File: config.mk
export PLATFORM = sky130hd
export DESIGN_NAME = rule_mask_transition_pixel
export DESIGN_NICKNAME = d
export VERILOG_FILES = /design/src/sv/rmtp_pkg.sv /design/src/sv/rule_mask_transition_pixel.sv /design/src/sv/rmtp_lane.sv
export VERILOG_INCLUDE_DIRS = /design/src /design/src/sv
export SDC_FILE = /design/constraint.sdc
export NUM_CORES = 1
export LEC_CHECK = 0
export ABC_CLOCK_PERIOD_IN_PS = 19000
export BUFFER_PORTS_ARGS = -buffer_cell sky130_fd_sc_hd__buf_2
export CORE_MARGIN = 8
export CORE_UTILIZATION = 60
export DETAILED_ROUTE_END_ITERATION = 10
export PLACE_DENSITY = 0.78
export SLEW_MARGIN = 20
export SYNTH_ARGS = -nofsm -noshare
export SYNTH_HDL_FRONTEND = slang
export SYNTH_SLANG_ARGS = --single-unit
File: constraint.sdc
create_clock -name clk -period 19 [get_ports clk]
set_clock_uncertainty 0.15 [all_clocks]
set_input_delay 0.95 -clock clk [delete_from_list [all_inputs] [get_ports clk]]
set_output_delay 0.95 -clock clk [all_outputs]
set_load 0.005 [all_outputs]
File: src/sv/rule_mask_transition_pixel_assert.svh
// ----------------------------------------------------------------------------
// Rule mask transition assertion macros
// Shared concurrent check forms, clocked on clk and disabled in reset.
// ----------------------------------------------------------------------------
`ifndef RULE_MASK_TRANSITION_PIXEL_ASSERT_SVH
`define RULE_MASK_TRANSITION_PIXEL_ASSERT_SVH

// same-cycle implication
`define RMTP_ASSERT_NOW(label, ante, cons, msg) \
	label: assert property (@(posedge clk) disable iff (!arst_n) (ante) |-> (cons)) \
		else $error(msg);

// next-cycle implication
`define RMTP_ASSERT_NEXT(label, ante, cons, msg) \
	label: assert property (@(posedge clk) disable iff (!arst_n) (ante) |=> (cons)) \
		else $error(msg);

`endif

File: src/sv/rmtp_pkg.sv
// ----------------------------------------------------------------------------
// Rule mask transition package
// Shared types and constants for the pixel lanes and the top level.
// ----------------------------------------------------------------------------
`default_nettype none

package rmtp_pkg;

	localparam int unsigned NumLanes = 4;
	localparam int unsigned ChW      = 8;
	localparam int unsigned StepW    = 9;
	localparam int unsigned SumW     = 2 * ChW;

	localparam logic [ChW-1:0] ChMax = 8'hFF;

	typedef enum logic {
		REQ_HARD = 1'b0,
		REQ_SOFT = 1'b1
	} req_type_t;

	typedef enum logic [1:0] {
		SEL_OLD   = 2'd0,
		SEL_NEW   = 2'd1,
		SEL_BLEND = 2'd2
	} pix_sel_t;

	typedef struct packed {
		pix_sel_t         sel;
		logic [ChW-1:0]   alpha;
	} lane_ctl_t;

endpackage

`default_nettype wire

File: src/sv/rule_mask_transition_pixel.sv
// ----------------------------------------------------------------------------
// Rule mask transition pixel unit
// Hard wipe or soft fade of one four-channel pixel against its rule byte.
//
//   channel | handshake            | payload
//   in      | in_valid / in_ready   | req_type, frame_step, mask_value,
//           |                      | new_ch0..3, old_ch0..3
//   out     | out_valid / out_ready | out_ch0..3, mask_out, pixel_touched
//
// One item per clock unless stalled, through three register stages
// (decode, multiply-add, divide and select); an accepted item passes through
// them in that order, and out_valid is the valid bit of the last stage.
// The whole pipeline advances together; it stalls only while the output
// register holds an item that out_ready has not taken.
// Reset clears the stage valid bits; the data registers are not reset.
// ----------------------------------------------------------------------------
`default_nettype none

`include "rule_mask_transition_pixel_assert.svh"

module rule_mask_transition_pixel
	import rmtp_pkg::*;
(
	input  wire logic             clk,
	input  wire logic             arst_n,
	input  wire logic             in_valid,
	output logic                  in_ready,
	input  wire logic             req_type,
	input  wire logic [StepW-1:0] frame_step,
	input  wire logic [ChW-1:0]   mask_value,
	input  wire logic [ChW-1:0]   new_ch0,
	input  wire logic [ChW-1:0]   new_ch1,
	input  wire logic [ChW-1:0]   new_ch2,
	input  wire logic [ChW-1:0]   new_ch3,
	input  wire logic [ChW-1:0]   old_ch0,
	input  wire logic [ChW-1:0]   old_ch1,
	input  wire logic [ChW-1:0]   old_ch2,
	input  wire logic [ChW-1:0]   old_ch3,
	output logic                  out_valid,
	input  wire logic             out_ready,
	output logic      [ChW-1:0]   out_ch0,
	output logic      [ChW-1:0]   out_ch1,
	output logic      [ChW-1:0]   out_ch2,
	output logic      [ChW-1:0]   out_ch3,
	output logic      [ChW-1:0]   mask_out,
	output logic                  pixel_touched
);

	logic             en;
	logic             v_s1, v_s2, v_s3;
	logic [StepW-1:0] diff;
	logic             touched;
	lane_ctl_t        ctl_d;
	logic [ChW-1:0]   mask_d;
	lane_ctl_t        ctl_s1;
	logic [ChW-1:0]   mask_s1, mask_s2, mask_s3;
	logic             touched_s1, touched_s2, touched_s3;
	logic [ChW-1:0]   new_s1 [NumLanes];
	logic [ChW-1:0]   old_s1 [NumLanes];
	logic [ChW-1:0]   new_in [NumLanes];
	logic [ChW-1:0]   old_in [NumLanes];
	logic [ChW-1:0]   res_s3 [NumLanes];

	assign en       = !v_s3 || out_ready;
	assign in_ready = en;

	assign new_in[0] = new_ch0;
	assign new_in[1] = new_ch1;
	assign new_in[2] = new_ch2;
	assign new_in[3] = new_ch3;
	assign old_in[0] = old_ch0;
	assign old_in[1] = old_ch1;
	assign old_in[2] = old_ch2;
	assign old_in[3] = old_ch3;

	// decode: compare, alpha and the new rule byte
	always_comb begin
		touched   = {1'b0, mask_value} <= frame_step;
		diff      = frame_step - {1'b0, mask_value};
		ctl_d.sel = SEL_OLD;
		ctl_d.alpha = diff[StepW-1] ? ChMax : diff[ChW-1:0];
		mask_d    = mask_value;
		if (touched) begin
			unique case (req_type_t'(req_type))
				REQ_HARD: begin
					ctl_d.sel = SEL_NEW;
					mask_d    = ChMax;
				end
				REQ_SOFT: begin
					ctl_d.sel = SEL_BLEND;
					// clear once the blend has run past full strength
					if (({1'b0, mask_value} + {1'b0, ChMax}) < {1'b0, frame_step}) begin
						mask_d = '0;
					end
				end
				default: ctl_d.sel = SEL_OLD;
			endcase
		end
	end

	always_ff @(posedge clk or negedge arst_n) begin
		if (!arst_n) begin
			v_s1 <= 1'b0;
			v_s2 <= 1'b0;
			v_s3 <= 1'b0;
		end else if (en) begin
			v_s1 <= in_valid;
			v_s2 <= v_s1;
			v_s3 <= v_s2;
		end
	end

	always_ff @(posedge clk) begin
		if (en) begin
			ctl_s1     <= ctl_d;
			mask_s1    <= mask_d;
			touched_s1 <= touched;
			mask_s2    <= mask_s1;
			touched_s2 <= touched_s1;
			mask_s3    <= mask_s2;
			touched_s3 <= touched_s2;
			for (int i = 0; i < NumLanes; i++) begin
				new_s1[i] <= new_in[i];
				old_s1[i] <= old_in[i];
			end
		end
	end

	for (genvar g = 0; g < NumLanes; g++) begin : g_lane
		rmtp_lane u_lane (
			.clk    (clk),
			.en     (en),
			.ctl_s1 (ctl_s1),
			.new_s1 (new_s1[g]),
			.old_s1 (old_s1[g]),
			.res_s3 (res_s3[g])
		);
	end

	// merge lane results with the per-pixel fields
	assign out_valid     = v_s3;
	assign out_ch0       = res_s3[0];
	assign out_ch1       = res_s3[1];
	assign out_ch2       = res_s3[2];
	assign out_ch3       = res_s3[3];
	assign mask_out      = mask_s3;
	assign pixel_touched = touched_s3;

	`RMTP_ASSERT_NOW(a_ready_follows_out, 1'b1, in_ready == (!v_s3 || out_ready), "in_ready mismatch")
	`RMTP_ASSERT_NEXT(a_stall_holds_s2, v_s2 && !en, v_s2, "stage 2 item lost in stall")
	`RMTP_ASSERT_NEXT(a_accept_enters, in_valid && in_ready, v_s1, "accepted item not in stage 1")
	`RMTP_ASSERT_NOW(a_untouched_keeps_mask, v_s1 && !touched_s1 && en, ctl_s1.sel == SEL_OLD,
		"untouched pixel not passed through")

endmodule

`default_nettype wire

File: src/sv/rmtp_lane.sv
// ----------------------------------------------------------------------------
// Rule mask transition channel lane
// Blends one channel: weighted sum in the first stage, divide by 255 and
// select in the second.
// ----------------------------------------------------------------------------
`default_nettype none

module rmtp_lane
	import rmtp_pkg::*;
(
	input  wire logic           clk,
	input  wire logic           en,
	input  wire lane_ctl_t      ctl_s1,
	input  wire logic [ChW-1:0] new_s1,
	input  wire logic [ChW-1:0] old_s1,
	output logic      [ChW-1:0] res_s3
);

	logic [SumW-1:0] prod_new;
	logic [SumW-1:0] prod_old;
	logic [SumW-1:0] sum_s2;
	pix_sel_t        sel_s2;
	logic [ChW-1:0]  new_s2;
	logic [ChW-1:0]  old_s2;
	logic [SumW:0]   quo_acc;
	logic [ChW-1:0]  quo;
	logic [ChW-1:0]  res_d;

	// the two weights add to 255, so the sum never exceeds 255*255
	assign prod_new = new_s1 * ctl_s1.alpha;
	assign prod_old = old_s1 * (ChMax - ctl_s1.alpha);

	always_ff @(posedge clk) begin
		if (en) begin
			sum_s2 <= prod_new + prod_old;
			sel_s2 <= ctl_s1.sel;
			new_s2 <= new_s1;
			old_s2 <= old_s1;
		end
	end

	// exact floor(x/255) for any x up to 255*255
	assign quo_acc = {1'b0, sum_s2} + {{(ChW+1){1'b0}}, sum_s2[SumW-1:ChW]}
		+ {{SumW{1'b0}}, 1'b1};
	assign quo = quo_acc[SumW-1:ChW];

	always_comb begin
		case (sel_s2)
			SEL_NEW:   res_d = new_s2;
			SEL_BLEND: res_d = quo;
			default:   res_d = old_s2;
		endcase
	end

	always_ff @(posedge clk) begin
		if (en) begin
			res_s3 <= res_d;
		end
	end

endmodule

`default_nettype wire

==> metrics.yaml <==
run_status:
  status: "finished, final reports clean"
synth:
  synth_area_um2: 27900
  yosys_warnings: 0
  syn_area_per_cell_um2: 10.8
  synth-seq-cells: 266
  seq_area_frac_synth: 0.286
  synthFlopType: "edfxtp_1"
  synth_cell_types: 64
  async_flop_share: 0.0113
  synth_edf_count: 263
  postSynthCellCount: 2578
route:
  num_vias: 18195
  wirelength_um: 60500
  first_iter_violations: 1108
  via_per_inst: 5.49
  antenna_left: 0
  drcViolationCount: 0
  wire_per_inst_um: 18.2
  firstDrtPassIters: 5
cts:
  cts_buffers: 30
  htreeDepth: 1
  clock_path_buffers: 3
  clk-insertion-delay-late_ns: 0.59
  clock_sink_count: 266
  cts-resized-gates: 0
  cts_tree: "built"
  ctsRootBufferMaster: "clkbuf_16"
  clk_pin_slew_ns: 0.07
timing:
  tightest_slew_ns: 1.02
  max-slew-margin-rel: 0.321
  fin_crit_sh: 0.346
  fin_crit_ns: 6.58
  slew_violations: 0
  fmaxAchievable_ghz: 0.152
  setup_tns_ns: 0
  rsz0062_at_grt: "false"
  final-setup-viol-count: 0
  hold_viol_final: 0
worst_setup_path:
  arrival_ns: 6.76
  critPathCaptureType: "flop"
  cp_max_fo: 43
  crit-reg2reg-launch: "ctl_s1[7]$_SDFFCE_PP1P_"
  crit_start: "ctl_s1[7]$_SDFFCE_PP1P_"
  start_kind: "flop"
  worstPathRequired_ns: 19.18
  worstSetupPathType: "flop to flop"
final_layout:
  fill_cells: 3540
  areaGrowthSynthToFinish_pct: 8.11
  multi_input_area_um2: 17500
  regArea_um2: 7970
  fin_nets: 3455
  final_util: 0.653
  drive_gt1_frac: 0.0772
global_route:
  overflow: 0
  grt_max_degree: 85
  grtUsageTotal: 0.234
  grt_pass1_wl_um: 101000
  antenna_found_initial: 2
  grt_pass1_vias: 20372
die:
  die_h_um: 232
  rows: 79
  dieArea_um2: 53600
  fp.dieW_um: 232
  fp.coreArea_um2: 46200
  io_pins: 129
  start_util: 0.604
placed_design:
  globalplace.congestion: 0.896
  port_buffers: 128
  dp_hpwl_um: 45100
flow_run:
  maxCapViolations: 0
min_path:
  min_path_type: "flop to flop"
  hp-start: "mask_s1[7]$_DFFE_PP_"
cells in the final DEF (no fill, tap or decap), types with 3 or more instances in the layout:
master / instances
o21bai_1: 7
nand3_1: 17
nand2b_1: 76
inv_1: 581
o211ai_1: 4
a21o_1: 14
mux2_2: 6
o21a_1: 14
dfrtp_1: 3
buf_2: 128
clkinvlp_4: 4
conb_1: 4
and3_1: 4
buf_4: 14
and2_1: 144
nor3_1: 9
ha_1: 296
nor2b_1: 193
a21oi_1: 47
clkinv_1: 9
xor2_1: 32
a211oi_1: 6
a41oi_1: 3
o21ai_0: 58
edfxtp_1: 263
xnor2_1: 71
inv_6: 3
fa_1: 385
bufinv_16: 3
a22oi_1: 27
a221oi_1: 5
clkbuf_16: 31
nand2_1: 150
nand4_1: 9
or2_2: 4
nor2_1: 38
worst paths after layout:
check                      depth (start not counted)  slack [ns]                                     to
max                                               17       12.42  g_lane[3].u_lane.sum_s2[15]$_DFFE_PP_
min                                                0        0.27                   mask_s2[7]$_DFFE_PP_
max reg2reg                                       17       12.42  g_lane[3].u_lane.sum_s2[15]$_DFFE_PP_
min reg2reg                                        0        0.27                   mask_s2[7]$_DFFE_PP_
max in group asynchronous                          2       18.06                  out_valid$_DFFE_PN0P_
min in group asynchronous                          2        0.53                       v_s1$_DFFE_PN0P_
critical path, stage by stage, from the launching register on:
cell and delay, ns:
edfxtp_1 0.75, buf_4 0.51, nand2_1 0.14, fa_1 0.52
fa_1 0.52, inv_1 0.05, fa_1 0.55, fa_1 0.43
fa_1 0.50, inv_1 0.05, fa_1 0.47, inv_1 0.04
ha_1 0.21, or4_4 0.57, a311oi_4 0.38, o2111ai_1 0.17
a21oi_1 0.19, xnor2_1 0.08
state kept, by name, summed over array words and instances, names as in the netlist:
name / count
g_lane.u_lane.sum_s2: 64
g_lane.u_lane.new_s2: 32
g_lane.u_lane.old_s2: 32
g_lane.u_lane.res_s3: 32
new_s1: 32
old_s1: 32
ctl_s1: 10
mask_out: 8
mask_s1: 8
mask_s2: 8
g_lane.u_lane.sel_s2: 2
out_valid: 1
pixel_touched: 1
touched_s1: 1
touched_s2: 1
v_s1: 1
v_s2: 1
per-layer routing:
metal  vias up  GRT usage  wire (µm)
met4         2      0.103       2810
met3       172     0.0369       3440
li1       8285          -          -
met1      9177      0.283      23700
met2       559      0.413      30500
met5         -          0         10
cells in the mapped netlist (all sizes together) (3+ instances only):
cell | number | area share
inv | 581 | 0.078
fa | 385 | 0.28
ha | 296 | 0.13
edfxtp | 263 | 0.28
nor2b | 194 | 0.044
nand2 | 150 | 0.020
and2 | 145 | 0.033
nand2b | 77 | 0.017
xnor2 | 71 | 0.022
clkbuf | 64 | 0.0086
o21ai | 60 | 0.011
a21oi | 48 | 0.0090
nor2 | 38 | 0.0051
xor2 | 32 | 0.010
a22oi | 27 | 0.0073
nand3 | 17 | 0.0031
a21o | 14 | 0.0038
o21a | 14 | 0.0038
nand4 | 9 | 0.0020
nor3 | 9 | 0.0016
a211oi | 7 | 0.0021
o21bai | 7 | 0.0019
mux2 | 6 | 0.0024
a221oi | 5 | 0.0016
and3 | 4 | 0.00090
buf | 4 | 0.00054
o211ai | 4 | 0.0011
or2 | 4 | 0.00090
a41oi | 3 | 0.00094
dfrtp | 3 | 0.0027
what timing repair did:
item                                    4_1_cts  5_1_grt
setup buffers                                 0        0
endpoints found under the hold margin         3        0
endpoints found under the setup margin        0        0
hold buffers                                  1        0
area by class of cell:
cell class                      count  area share
Clock inverter                     21     0.00652
Antenna cell                        1   0.0000831
Clock buffer                       32      0.0259
Tap cell                          607      0.0252
Inverter                          581      0.0724
Timing Repair Buffer              143      0.0251
Multi-Input combinational cell   1666       0.580
Sequential cell                   266       0.265
cell families (layout without fill, tap and decap cells):
family                   Yosys count  after routing  synth area share
flip-flops                       266            266             0.286
AO/OA/AOI/OAI                    218            218            0.0529
adder cells (fa/ha/maj)          681            681             0.409
multiplexers                       6              6           0.00242
AND/OR/NAND/NOR                  654            654             0.129
other                              1              5          0.000135
XOR/XNOR                         103            103            0.0324
buffers and inverters            649            777            0.0874
stage by stage:
stage               instance area (µm²)  worst slack, ns  hold WS (ns)  std cells
floorplan                         27900            10.44         0.250       2581
global placement                  29100            12.53         0.252       3262
CTS                               30100            12.40         0.269       3316
detailed placement                29100            12.44         0.255       3262
finish                            30100            12.42         0.268       3317
global route                      30100            12.08         0.272       3316
Power is left out: the tool's default activity adds up to more than one toggle a clock period on the data nets, which glitch-free logic cannot reach.
